**config.mk**
```make
export PLATFORM = sky130hd
export DESIGN_NAME = decimal_up_down_counter_report
export DESIGN_NICKNAME = d
export VERILOG_FILES = /design/src/hw/rtl/dudc_pkg.sv /design/src/hw/rtl/dudc_front.sv /design/src/hw/rtl/dudc_queue.sv /design/src/hw/rtl/dudc_back.sv /design/src/hw/rtl/decimal_up_down_counter_report.sv
export VERILOG_INCLUDE_DIRS = /design/src /design/src/hw/rtl
export SDC_FILE = /design/constraint.sdc
export NUM_CORES = 1
export LEC_CHECK = 0
export BUFFER_PORTS_ARGS = -buffer_cell sky130_fd_sc_hd__buf_2
export CAP_MARGIN = 20
export CORE_AREA = 2 2 92 182
export DETAILED_ROUTE_END_ITERATION = 8
export DIE_AREA = 0 0 94 184
export GPL_TIMING_DRIVEN = 0
export HOLD_SLACK_MARGIN = 0.12
export PLACE_DENSITY = 0.57
export SLEW_MARGIN = 5
export SYNTH_ARGS = -nofsm -noshare
export SYNTH_HDL_FRONTEND = slang
export SYNTH_SLANG_ARGS = --single-unit
export TNS_END_PERCENT = 20
```
**constraint.sdc**
```tcl
create_clock -name clk -period 4.9 [get_ports clk]
set_clock_uncertainty 0.2 [all_clocks]
set_input_delay 0.245 -clock clk [delete_from_list [all_inputs] [get_ports clk]]
set_output_delay 0.245 -clock clk [all_outputs]
set_load 0.005 [all_outputs]
```
**src/hw/rtl/decimal_up_down_counter_report_macros.svh**
```systemverilog
// Assertion helpers for the counter RTL.
// Each expects signals named clk and arst_n in the module that uses it.
`ifndef DECIMAL_UP_DOWN_COUNTER_REPORT_MACROS_SVH
`define DECIMAL_UP_DOWN_COUNTER_REPORT_MACROS_SVH

// The consequent must hold in the same cycle as the antecedent.
`define DUDC_ASSERT_SAME(label, ante, cons) \
	label: assert property (@(posedge clk) disable iff (!arst_n) (ante) |-> (cons)) \
		else $error("dudc: same-cycle check failed");

// The consequent must hold in the cycle after the antecedent.
`define DUDC_ASSERT_NEXT(label, ante, cons) \
	label: assert property (@(posedge clk) disable iff (!arst_n) (ante) |=> (cons)) \
		else $error("dudc: next-cycle check failed");

`endif

```
**src/hw/rtl/dudc_pkg.sv**
```systemverilog
package dudc_pkg;

	localparam int COUNT_W = 14;
	localparam int SEG_W = 7;
	localparam int QUEUE_DEPTH = 2;

	// Input command codes
	localparam logic [1:0] CMD_INC = 2'd0;
	localparam logic [1:0] CMD_DEC = 2'd1;
	localparam logic [1:0] CMD_RX = 2'd2;
	localparam logic [1:0] CMD_REPORT = 2'd3;

	// Received characters that step the count
	localparam logic [7:0] CHAR_U_UPPER = 8'h55;
	localparam logic [7:0] CHAR_U_LOWER = 8'h75;
	localparam logic [7:0] CHAR_D_UPPER = 8'h44;
	localparam logic [7:0] CHAR_D_LOWER = 8'h64;

	localparam logic [7:0] CHAR_ZERO = 8'h30;
	localparam logic [7:0] CHAR_CR = 8'h0D;
	localparam logic [7:0] CHAR_LF = 8'h0A;

	typedef enum logic [1:0] {
		OP_UP = 2'd0,
		OP_DOWN = 2'd1,
		OP_REPORT = 2'd2
	} op_t;

	typedef struct packed {
		logic [1:0] command;
		logic [7:0] rx_byte;
	} in_item_t;

	typedef struct packed {
		logic [7:0] tx_byte;
		logic last_byte;
		logic [COUNT_W-1:0] count_value;
		logic [SEG_W-1:0] seg_thousands;
		logic [SEG_W-1:0] seg_hundreds;
		logic [SEG_W-1:0] seg_tens;
		logic [SEG_W-1:0] seg_ones;
	} out_item_t;

	// Seven-segment pattern without point, bit 0 is segment a.
	function automatic logic [SEG_W-1:0] seg7(input logic [3:0] d);
		logic [SEG_W-1:0] s;
		case (d)
			4'd0: s = 7'h3F;
			4'd1: s = 7'h06;
			4'd2: s = 7'h5B;
			4'd3: s = 7'h4F;
			4'd4: s = 7'h66;
			4'd5: s = 7'h6D;
			4'd6: s = 7'h7D;
			4'd7: s = 7'h27;
			4'd8: s = 7'h7F;
			4'd9: s = 7'h6F;
			default: s = '0;
		endcase
		return s;
	endfunction

endpackage

```
**src/hw/rtl/dudc_front.sv**
```systemverilog
module dudc_front (
	input  logic               in_valid,
	output logic               in_ready,
	input  dudc_pkg::in_item_t in_item,
	input  logic               q_full,
	output logic               push,
	output dudc_pkg::op_t      push_op
);
	import dudc_pkg::*;

	logic keep;

	// Items that cause no output are taken and dropped here.
	always_comb begin
		keep = 1'b1;
		push_op = OP_REPORT;
		case (in_item.command)
			CMD_INC: push_op = OP_UP;
			CMD_DEC: push_op = OP_DOWN;
			CMD_RX: begin
				if (in_item.rx_byte == CHAR_U_UPPER || in_item.rx_byte == CHAR_U_LOWER) begin
					push_op = OP_UP;
				end else if (in_item.rx_byte == CHAR_D_UPPER
						|| in_item.rx_byte == CHAR_D_LOWER) begin
					push_op = OP_DOWN;
				end else begin
					keep = 1'b0;
				end
			end
			CMD_REPORT: push_op = OP_REPORT;
			default: keep = 1'b0;
		endcase
	end

	assign in_ready = !q_full;
	assign push = in_valid && in_ready && keep;

endmodule

```
**src/hw/rtl/dudc_queue.sv**
```systemverilog
module dudc_queue (
	input  logic          clk,
	input  logic          arst_n,
	input  logic          push,
	input  dudc_pkg::op_t push_op,
	output logic          full,
	input  logic          pop,
	output logic          valid,
	output dudc_pkg::op_t head_op
);
	import dudc_pkg::*;

	localparam int PW = $clog2(QUEUE_DEPTH);

	op_t entries_q [QUEUE_DEPTH];
	logic [PW-1:0] wr_ptr_q;
	logic [PW-1:0] rd_ptr_q;
	logic [PW:0] count_q;

	assign valid = count_q != '0;
	assign full = count_q == (PW+1)'(QUEUE_DEPTH);
	assign head_op = entries_q[rd_ptr_q];

	always_ff @(posedge clk) begin
		if (push) begin
			entries_q[wr_ptr_q] <= push_op;
		end
	end

	always_ff @(posedge clk or negedge arst_n) begin
		if (!arst_n) begin
			wr_ptr_q <= '0;
			rd_ptr_q <= '0;
			count_q <= '0;
		end else begin
			if (push) begin
				wr_ptr_q <= wr_ptr_q + 1'b1;
			end
			if (pop) begin
				rd_ptr_q <= rd_ptr_q + 1'b1;
			end
			case ({push, pop})
				2'b10: count_q <= count_q + 1'b1;
				2'b01: count_q <= count_q - 1'b1;
				default: count_q <= count_q;
			endcase
		end
	end

endmodule

```
**src/hw/rtl/dudc_back.sv**
```systemverilog
module dudc_back #(
	parameter int NUM_DIGITS = 4
) (
	input  logic                clk,
	input  logic                arst_n,
	input  logic                q_valid,
	input  dudc_pkg::op_t       q_op,
	output logic                pop,
	output logic                out_valid,
	input  logic                out_ready,
	output dudc_pkg::out_item_t out_item
);
	import dudc_pkg::*;

	`include "decimal_up_down_counter_report_macros.svh"

	function automatic int unsigned pow10(input int n);
		int unsigned p;
		p = 1;
		for (int i = 0; i < n; i++) begin
			p = p * 10;
		end
		return p;
	endfunction

	localparam int KW = $clog2(NUM_DIGITS + 2);
	localparam logic [KW-1:0] K_CR = KW'(NUM_DIGITS);
	localparam logic [KW-1:0] K_LAST = KW'(NUM_DIGITS + 1);
	// Binary value of all nines, kept to the width of the count field.
	localparam logic [COUNT_W-1:0] WRAP_DOWN = COUNT_W'(pow10(NUM_DIGITS) - 1);

	logic [NUM_DIGITS-1:0][3:0] digits_q;
	logic [NUM_DIGITS-1:0][3:0] digits_nxt;
	logic [NUM_DIGITS-1:0][3:0] sh_q;
	logic [COUNT_W-1:0] count_bin_q;
	logic [COUNT_W-1:0] count_bin_nxt;
	logic all_nines;
	logic all_zero;
	logic up_run;
	logic down_run;
	logic busy_q;
	logic [KW-1:0] k_q;
	logic load_out;
	logic out_valid_q;
	out_item_t out_q;
	out_item_t out_d;
	logic [SEG_W-1:0] seg [4];

	// Ripple the carry or borrow through the digits, ones digit first.
	always_comb begin
		digits_nxt = digits_q;
		up_run = 1'b1;
		down_run = 1'b1;
		all_nines = 1'b1;
		all_zero = 1'b1;
		for (int i = 0; i < NUM_DIGITS; i++) begin
			all_nines = all_nines && (digits_q[i] == 4'd9);
			all_zero = all_zero && (digits_q[i] == 4'd0);
			if (q_op == OP_UP && up_run) begin
				if (digits_q[i] >= 4'd9) begin
					digits_nxt[i] = 4'd0;
				end else begin
					digits_nxt[i] = digits_q[i] + 4'd1;
					up_run = 1'b0;
				end
			end
			if (q_op == OP_DOWN && down_run) begin
				if (digits_q[i] == 4'd0) begin
					digits_nxt[i] = 4'd9;
				end else begin
					digits_nxt[i] = digits_q[i] - 4'd1;
					down_run = 1'b0;
				end
			end
		end
	end

	// A binary copy of the count avoids rebuilding it from the digits.
	always_comb begin
		case (q_op)
			OP_UP: count_bin_nxt = all_nines ? '0 : count_bin_q + 1'b1;
			OP_DOWN: count_bin_nxt = all_zero ? WRAP_DOWN : count_bin_q - 1'b1;
			default: count_bin_nxt = count_bin_q;
		endcase
	end

	genvar g;
	generate
		for (g = 0; g < 4; g++) begin : g_seg
			if (g < NUM_DIGITS) begin : g_have
				assign seg[g] = seg7(digits_q[g]);
			end else begin : g_blank
				assign seg[g] = '0;
			end
		end
	endgenerate

	assign load_out = busy_q && (!out_valid_q || out_ready);
	// The next item is taken up while the line feed of the current one loads.
	assign pop = q_valid && (!busy_q || (load_out && k_q == K_LAST));

	always_comb begin
		out_d.last_byte = k_q == K_LAST;
		if (k_q < K_CR) begin
			out_d.tx_byte = CHAR_ZERO + {4'b0, sh_q[NUM_DIGITS-1]};
		end else if (k_q == K_CR) begin
			out_d.tx_byte = CHAR_CR;
		end else begin
			out_d.tx_byte = CHAR_LF;
		end
		out_d.count_value = count_bin_q;
		out_d.seg_thousands = seg[3];
		out_d.seg_hundreds = seg[2];
		out_d.seg_tens = seg[1];
		out_d.seg_ones = seg[0];
	end

	always_ff @(posedge clk or negedge arst_n) begin
		if (!arst_n) begin
			digits_q <= '0;
			count_bin_q <= '0;
			busy_q <= 1'b0;
			k_q <= '0;
			out_valid_q <= 1'b0;
		end else begin
			if (pop) begin
				digits_q <= digits_nxt;
				count_bin_q <= count_bin_nxt;
				busy_q <= 1'b1;
				k_q <= '0;
			end else if (load_out) begin
				k_q <= k_q + 1'b1;
				if (k_q == K_LAST) begin
					busy_q <= 1'b0;
				end
			end
			if (load_out) begin
				out_valid_q <= 1'b1;
			end else if (out_ready) begin
				out_valid_q <= 1'b0;
			end
		end
	end

	// Digit shifter for the report, most significant digit at the top.
	always_ff @(posedge clk) begin
		if (pop) begin
			sh_q <= digits_nxt;
		end else if (load_out && k_q < K_CR) begin
			for (int i = NUM_DIGITS - 1; i > 0; i--) begin
				sh_q[i] <= sh_q[i-1];
			end
		end
		if (load_out) begin
			out_q <= out_d;
		end
	end

	assign out_valid = out_valid_q;
	assign out_item = out_q;

	`DUDC_ASSERT_SAME(a_pop_only_when_free, pop, !busy_q || k_q == K_LAST)
	`DUDC_ASSERT_NEXT(a_pop_starts_report, pop, busy_q && k_q == '0)
	`DUDC_ASSERT_SAME(a_last_is_lf, out_valid_q && out_q.last_byte, out_q.tx_byte == CHAR_LF)
	`DUDC_ASSERT_NEXT(a_up_wraps_to_zero, pop && q_op == OP_UP && all_nines, count_bin_q == '0)

endmodule

```
**src/hw/rtl/decimal_up_down_counter_report.sv**
```systemverilog
// Decimal up/down counter with serial report. Each step-up, step-down, matching received
// character or report item produces NUM_DIGITS + 2 output items (six at four digits): the
// ASCII digits most significant first, then CR, then LF flagged as last, each carrying the
// count and the segment patterns after the step. One output item leaves per cycle while a
// report runs and out_ready is high, and a queued item's first byte comes right after the
// previous line feed in the single output register. A two-entry queue between the decoder
// and the report engine lets items arrive while a report is sent; received bytes other than
// U, u, D or d are taken and produce nothing. An item reaching an idle block is queued, then
// popped into the report engine, and its first byte is then registered at the output.
module decimal_up_down_counter_report #(
	parameter int NUM_DIGITS = 4
) (
	input  logic                clk,
	input  logic                arst_n,
	input  logic                in_valid,
	output logic                in_ready,
	input  dudc_pkg::in_item_t  in_item,
	output logic                out_valid,
	input  logic                out_ready,
	output dudc_pkg::out_item_t out_item
);
	import dudc_pkg::*;

	logic push;
	op_t push_op;
	logic q_full;
	logic q_valid;
	op_t q_op;
	logic pop;

	dudc_front u_front (
		.in_valid(in_valid),
		.in_ready(in_ready),
		.in_item(in_item),
		.q_full(q_full),
		.push(push),
		.push_op(push_op)
	);

	dudc_queue u_queue (
		.clk(clk),
		.arst_n(arst_n),
		.push(push),
		.push_op(push_op),
		.full(q_full),
		.pop(pop),
		.valid(q_valid),
		.head_op(q_op)
	);

	dudc_back #(
		.NUM_DIGITS(NUM_DIGITS)
	) u_back (
		.clk(clk),
		.arst_n(arst_n),
		.q_valid(q_valid),
		.q_op(q_op),
		.pop(pop),
		.out_valid(out_valid),
		.out_ready(out_ready),
		.out_item(out_item)
	);

endmodule
```
==> results of run 1 <==
[kinds of logic after synthesis]
| logic type | after synthesis | share of synthesized area, % |
|---|---|---|
| flops | 107 | 48.2 |
| compound gates | 178 | 19.5 |
| mux | 9 | 1.50 |
| fa+ha+maj | 39 | 7.80 |
| simple gates | 190 | 16.3 |
| other cells | 1 | 0.0599 |
| buf+inv | 71 | 4.60 |
| xor+xnor | 14 | 1.96 |
[critical path: cells and delay by family, from the launching register on]
kind / cells / cell delay [ns]
adders and majority gates: 1 / 0.23
buffers and inverters: 3 / 0.86
AOI/OAI and AO/OA: 2 / 0.55
DFF: 1 / 0.44
and+or+nand+nor: 3 / 1.14
[through the flow]
stage	utilization [%]	hold slack (ns)
floorplan	-	-0.251
global placement	43.0	0.251
detailed placement	43.2	0.238
CTS	45.4	0.136
global route	45.5	0.159
finish	45.5	0.147
[worst max-delay path by stage]
stage / start / to / slack (ns) / cells after the start
final: u_back.digits_q[9] / u_back.count_bin_q[9] / 1.37 / 9
after global routing: u_back.digits_q[9] / u_back.count_bin_q[6] / 1.19 / 8
after CTS: u_back.digits_q[9] / u_back.count_bin_q[9] / 1.36 / 9
after detailed placement: u_back.digits_q[9] / u_back.count_bin_q[9] / 1.39 / 9
after global placement: u_back.digits_q[9] / u_back.count_bin_q[5] / 1.37 / 8
after floorplan: u_back.digits_q[9] / u_back.count_bin_q[6] / 2.01 / 8
[routing by layer]
metal	part of all wire, %	routed length (um)
met1	34	6070
met2	58	10400
met3	2.7	483
met5	0	0
met4	5.2	922
[flip-flops by register name, indices dropped and copies added, names as in the netlist]
| register | count |
|---|---|
| u_back.busy_q | 1 |
| u_back.count_bin_q | 14 |
| u_back.digits_q | 16 |
| u_back.k_q | 3 |
| u_back.out_item | 48 |
| u_back.out_valid | 1 |
| u_back.sh_q | 16 |
| u_queue.count_q | 2 |
| u_queue.entries_q | 4 |
| u_queue.rd_ptr_q | 1 |
| u_queue.wr_ptr_q | 1 |
[report_power, final]
group / internal [mW] / switching [mW] / leakage [nW]
Combinational: 0.606 / 1.03 / 1.57
Clock: 0.447 / 0.343 / 0.156
Sequential: 1.36 / 0.199 / 1.11
[final cells by class]
type | count | area [sq um]
buffer | 36 | 156
clock buffer | 9 | 225
clock inverter | 7 | 91.3
fill | 1514 | 8640
inverter | 35 | 131
multi-input combinational | 432 | 2950
sequential | 107 | 3020
tap | 201 | 251
timing repair buffer | 69 | 393
[layout by cell type, fill, tap and decap left out, types with 9 or more instances in the layout]
master	instances
sky130_fd_sc_hd__a21oi_1	27
sky130_fd_sc_hd__nand2_1	48
sky130_fd_sc_hd__a211oi_1	9
sky130_fd_sc_hd__edfxtp_1	68
sky130_fd_sc_hd__a31oi_1	12
sky130_fd_sc_hd__inv_1	32
sky130_fd_sc_hd__dfrtp_1	39
sky130_fd_sc_hd__nor2_1	43
sky130_fd_sc_hd__ha_1	39
sky130_fd_sc_hd__nand3_1	12
sky130_fd_sc_hd__o211ai_1	10
sky130_fd_sc_hd__nor3_1	17
sky130_fd_sc_hd__clkbuf_1	28
sky130_fd_sc_hd__o21ai_0	40
sky130_fd_sc_hd__clkbuf_16	9
sky130_fd_sc_hd__xnor2_1	10
sky130_fd_sc_hd__buf_2	64
sky130_fd_sc_hd__o21a_1	9
==> results.md, run 1 <==
- The run finished with clean final reports.
- Walking the worst path, the cells encountered are clkbuf_1, inv_1, ha_1, nand4b_1, nor3_1, nand2b_1, clkbuf_1, o21ai_0, a221o_1.
- The first detailed-routing pass took 6 iterations.
- Entering global routing, the biggest net connects 40 pins.
- The met1 layer usage reported by global route is 19.9%.
- On the worst path, the slowest cell contributes a delay of 0.74 ns.
- Of all cell types, the one taking the most synthesized area is sky130_fd_sc_hd__edfxtp_1.
- The clock period could shrink to 3.53 ns.
- Counting every sink on the clock net gives approximately 110.
- Overall power consumption after layout is estimated at 3.99 mW.
- The via count of the first global-routing pass is ~5300.
- Relative to the synthesized area, the layout overhead comes to 15.4%.
- The setup total negative slack is 0 ns.
- The cell seen most often among critical-path stages is sky130_fd_sc_hd__clkbuf_1.
- The worst reg-to-reg path cell count is 9.
- The floorplan step set the die height to between 150 and 200 um.
- Of all flip-flops after synthesis, the portion carrying an async set or reset was 36.4%.
- The number of buffers created by CTS is 9.
- By count the netlist is led by sky130_fd_sc_hd__edfxtp_1 (68), sky130_fd_sc_hd__nand2_1 (48), sky130_fd_sc_hd__nor2_1 (43).
- The number of setup violations in the final report is 0.
- For hold timing, the worst endpoint is u_queue.entries_q[1][1].
- A synthesized cell averages a little over 10 sq um.
- The share of cells above drive strength 1 is 16.1%.
- The iteration-0 DRC count of the detailed router is 392.
- The repair_antennas step left the layout with diodes totalling 0.
- For met2 alone, demand over resource in global routing was 41.9%.
- The clock root buffer is sky130_fd_sc_hd__clkbuf_16.
- The total instance count after detailed placement is 876.
- TritonCTS built the clock tree.
- The aggregate global-route resource usage is 21.3%.
- The cell count of the worst hold path is 3.
- Once the clock tree was built, the resizer swapped 0 gates to a different size.
- The horizontal die dimension is between 90 and 100 um.
- The global routing's busiest layer is met2.
- The class of the tightest hold or removal check is in2reg.
- The die covers 0.0173 sq mm.
- The I/O pin count is 67.
- The max-slew headroom at the worst pin is 34.9%.
- Summed over its instances, the top area cell type makes up 32.6% of the synthesized netlist area.
- The number of buffers inserted by hold repair at cts is 3.
- The global routing met3 resource utilization is 2.79%.
- After detailed routing, the number of vias per cell comes to 5.76.
- The worst-case register-to-register setup slack is 1.37 ns.
- The part of the Yosys area used for sequential elements is 48.2%.
- The startpoint of the lowest-slack hold path is in_item[9].
- The startpoint identified for the worst register-to-register timing path is u_back.digits_q[9].
- The final routed wire length divided by cell count is roughly 20 um.
- After clock tree synthesis, the clock-pin slew on the worst setup and hold paths is 0.07 ns.
- The standard-cell row count is between 60 and 70.
- The wire-length estimate of the detail-placed layout is about 13 mm.
- The count of final max-slew check failures is 0.
- The cell with the most instances after synthesis is sky130_fd_sc_hd__edfxtp_1.
- The count of endpoints failing hold in the final timing report is 0.
- The first global-routing pass estimated roughly 28 mm of wire.
- Summed over all layers, the global routing overflow is 0.
- The number of antenna violations at the first check in global routing is 0.
- The count of nets left with antenna violations once routing finished came out at 0.
- The arrival time of data at the critical path endpoint is 3.57 ns.
- The power per unit of standard cell area is 552 mW/mm^2.
- The count of unresolved DRC violations after routing is 0.
- Timing analysis after detailed placement gives a worst setup slack of 1.39 ns.
- Of all nets on the critical path, the largest fanout is 10.
- The startpoint-to-endpoint class of the critical path is reg2reg.
- The peak supply drop is 0.000190 V.
- The worst setup path is launched from a register.
- After the last flow step, the layout net total stands at 743.
- Across all layers, the routed design uses 5160 vias.
- The worst setup path is captured at a register.
- The core area is 0.0159 sq mm.
- The achievable frequency is 283 MHz.
- By area the synthesized netlist is led by sky130_fd_sc_hd__edfxtp_1 (33%), sky130_fd_sc_hd__dfrtp_1 (16%), sky130_fd_sc_hd__ha_1 (7.8%).
- The overall routed net length is around 18 mm.
- The number of buffers added for setup after CTS is 0.
- Once placement finished, the instance area stood at 0.00685 sq mm.
- Setup repair after global routing left no endpoint under its margin.
- The synthesized design contains 107 register bits.
- The max-cap check violation count is 0.
- The worst path uses between 70% and 80% of the clock period.
- The count of buffers from port buffering is 63.
- After the flow finishes, the layout carries non-filler instances totaling 896.
- The cell at the slowest stage of the critical path is sky130_fd_sc_hd__nor3_1.
- The post-synthesis instance area is roughly 0.0063 sq mm.
- STA puts the critical path data required time at 4.94 ns.
- The post-synthesis instance total is 609.
- In this run the number of H-tree levels came out at 3.
- In this run the critical register-to-register path is captured at u_back.count_bin_q[9].
- The final worst slack is 1.37 ns.
- In the synthesized netlist the dominant register cell turns out to be sky130_fd_sc_hd__edfxtp_1.
- At the end of routability-driven placement, the weighted congestion stood at 0.941.
- The initial standard-cell utilization of the core is roughly two fifths.
- The leakage power figure is around 2.8 nW.
- The longest clock path from root to sink contains 2 buffers.
- The design area is 0.00722 sq mm.
- The yosys synthesis warning count is 0.
- The number of library cell types mapped by synthesis is 76.
- The clock network latency to the later pin of the worst-skew pair is between 0.3 and 0.4 ns.
- The slew at the pin with the worst max-slew slack is 0.964 ns.
- Yosys mapped a number of flops with a built-in enable equal to 68.
Note: power is estimated with default switching activity, not from simulation.
==> run 2, diff against run 1 <==
Clock period 4.9 ns to 3.7 ns, I/O delays scaled along.
==> results.md, run 2 (synthesis gave the netlist of run 1 again) <==
- The flow ran to the end, and the final reports show no timing, DRC or antenna violations.
- The critical path launch point type is a register.
- The final routed wire length divided by cell count is 20.0 um (+0.21%).
- The standard-cell row count was 65 (unchanged).
- The peak supply drop is 0.000252 V (+33%).
- The detailed-routed wire length on met3 is 568 um (+18%).
- TritonCTS built the clock tree.
- The count of endpoints failing hold in the final timing report came to 0 (unchanged).
- The slew at the pin with the worst max-slew slack was 0.964 ns (-0.0000632 ns).
- The overall power consumption is 5.28 mW (+32%).
- The max-cap check violation count came to 0 (unchanged).
- The power share of the combinational group is 41.2% (about the same).
- The count of fill cells added during filler insertion is 1513 (-0.066%).
- The detailed-routing iteration count for the pre-antenna-repair pass is 5 (-1).
- The core area came to 0.0159 sq mm (unchanged).
- The die area is 0.0173 sq mm (unchanged).
- Leaving out fill and tap cells, the most frequent cell in the layout is sky130_fd_sc_hd__edfxtp_1.
- The setup total negative slack is 0 ns (unchanged).
- The post-cts resize count came to 0 (unchanged).
- The routed length on met2 was 10.4 mm (+0.19%).
- The worst setup path is captured at a register.
- The register clock-pin slew on the reported worst setup and hold paths is 0.08 ns (about the same).
- The share of total power consumed by net switching was 39.5% (-0.046 points).
- The area growth from synthesis to layout is 15.7%.
- The total clock sinks is 107 (unchanged).
- The routed metal-1 wirelength is 6.01 mm (-0.97%).
- The cell area after placement is 0.00685 sq mm (unchanged).
- The design area is 0.00724 sq mm (+0.28%).
- The average via count per standard cell is 5.82 (+1.1%).
- The pin count of the biggest net entering global routing is 40 (unchanged).
- The flip-flop count of the largest register, all copies and words added is 48 (unchanged).
- The aggregate global-route resource usage is 21.3% (+0.059 points).
- The I/O pin count is 67 (unchanged).
- The critical path is of the reg2reg type.
- The class of the tightest hold or removal check is in2async.
- The number of antenna violations at the first check in global routing is 0 (unchanged).
- The root buffer cell chosen for the clock tree is sky130_fd_sc_hd__clkbuf_16.
- The worst setup slack after placement is 0.185 ns (-1.20 ns).
- The total overflow reported by the global router is 0 (unchanged).
- The maximum fanout encountered on the critical timing path is 10 (unchanged).
- The iteration-0 DRC count of the detailed router is 341 (-13%).
- The die height is 184 um (unchanged).
- The number of setup violations in the final report is 0 (unchanged).
- The count of final max-slew check failures is 0 (unchanged).
- The initial standard-cell utilization of the core was 39.4% (unchanged).
- The shortest period the worst path allows came to 3.57 ns (+0.0412 ns).
- The final worst slack is 0.126 ns (-1.24 ns).
- The final worst-path cycle share is 96.6% (+24 points).
- The achievable frequency came to 280 MHz (-1.2%).
- The clock tree buffer depth is 2 (unchanged).
- The count of buffers from port buffering is 63 (unchanged).
- The internal power of the cells was 3.19 mW (+32%).
- The power per unit of standard cell area came to 729 mW/mm^2 (+32%).
- The max-slew headroom at the worst pin was 34.9% (about the same).
- The number of nets with antenna violations after routing came to 0 (unchanged).
- The via count of the first global-routing pass is 5290 (+0.28%).
- The final design utilization is 45.7% (+0.13 points).
- The worst hold slack is 0.130 ns (-0.0168 ns).
- The net switching power of the design is 2.08 mW (+32%).
- The non-filler instance count after layout was 898 (+0.22%).
- The horizontal die dimension was 94 um (unchanged).
- The number of antenna cells inserted is 0 (unchanged).
- The top layer used by detailed routing is met4.
- The overall routed net length came to 17.9 mm (+0.43%).
- The first-pass GRT wire length was 28.1 mm (+0.25%).
- The data required time of the critical path is 3.74 ns (-1.20 ns).
- The number of nets in the final layout was 745 (+0.27%).
- The leakage power figure is 2.84 nW (+0.29%).
- The count of unresolved DRC violations after routing came to 0 (unchanged).
- The startpoint of the worst setup timing path is u_back.digits_q[9].
- The via count is 5226 (+1.3%).
- The library cells used most frequently in the layout, excluding fill and tap cells, are sky130_fd_sc_hd__edfxtp_1 (68), sky130_fd_sc_hd__buf_2 (64), sky130_fd_sc_hd__nand2_1 (48).
- The relative contribution of the clock network to total power is 19.8% (about the same).
- The number of buffers created by CTS is 9 (unchanged).
- The clock network latency to the later pin of the worst-skew pair is 0.36 ns (about the same).
- The share of cells above drive strength 1 was 16.1% (-0.046 points).
- The final estimated routing congestion in global placement is 0.941 (unchanged).
- The total instance count after detailed placement came to 876 (unchanged).
- The launch instance of the worst register-to-register path is u_back.digits_q[9].
- Setup repair after global routing left no endpoint under its margin.
- The HPWL reported at the end of detailed placement was 13.3 mm (unchanged).
- The number of H-tree levels is 3 (unchanged).
- The arrival time of data at the critical path endpoint is 3.61 ns (+0.04 ns).
- The portion of total power attributed to sequential cells is 39.1% (about the same).
[run 2: cell count changes in the layout (fill, tap and decap cells not counted), sizes merged]
cell,delta
dlygate4sd3,+2
[run 2: area by class of cell]
class                   count  area (sq um)  share of cell area (%)
multi-input cells         432          2950                    40.8
clock inverters             7          91.3                    1.26
plain buffers              36           156                    2.16
repair buffers             71           413                    5.70
well taps                 201           251                    3.47
flip-flops and latches    107          3020                    41.7
clock buffers               9           225                    3.11
inverters                  35           131                    1.81
[run 2: power groups by stage]
| stage | Combinational, mW | Sequential (mW) | Clock [mW] |
|---|---|---|---|
| after floorplan | 1.42 | 2.03 | 0 |
| after global placement | 2.10 | 2.07 | 0 |
| after detailed placement | 2.15 | 2.08 | 0 |
| after CTS | 2.17 | 2.06 | 1.07 |
| after global routing | 2.41 | 2.11 | 1.11 |
| final | 2.17 | 2.06 | 1.04 |
[run 2: what timing repair did]
action                                 4_1_cts  5_1_grt
buffers inserted                             0        0
endpoints found under the hold margin       45        0
setup endpoints to repair                    0        1
hold buffers                                 5        0
[run 2: critical path: stages, from the launching register on]
cell	delay, ns
sky130_fd_sc_hd__dfrtp_1	0.44
sky130_fd_sc_hd__clkbuf_1	0.22
sky130_fd_sc_hd__inv_1	0.20
sky130_fd_sc_hd__ha_1	0.23
sky130_fd_sc_hd__nand4b_1	0.21
sky130_fd_sc_hd__nor3_1	0.78
sky130_fd_sc_hd__nand2b_1	0.19
sky130_fd_sc_hd__clkbuf_1	0.44
sky130_fd_sc_hd__o21ai_0	0.20
sky130_fd_sc_hd__a221o_1	0.35
[run 2: final timing paths]
kind	endpoint	slack, ns	cells after the start
setup / recovery	u_back.count_bin_q[9]	0.13	9
hold / removal	u_back.count_bin_q[1]	0.13	2
setup reg to reg	u_back.count_bin_q[9]	0.13	9
hold reg to reg	u_back.out_item[37]	0.25	0
max in group asynchronous	u_queue.count_q[1]	2.64	3
min in group clk	u_queue.entries_q[1][0]	0.18	3
[run 2: per-layer routing]
| metal | vias to the layer above | global-route usage (%) |
|---|---|---|
| met5 | - | 0 |
| met4 | 0 | 12.7 |
| met3 | 56 | 2.79 |
| met2 | 171 | 42.1 |
| met1 | 2544 | 19.9 |
| li1 | 2455 | - |
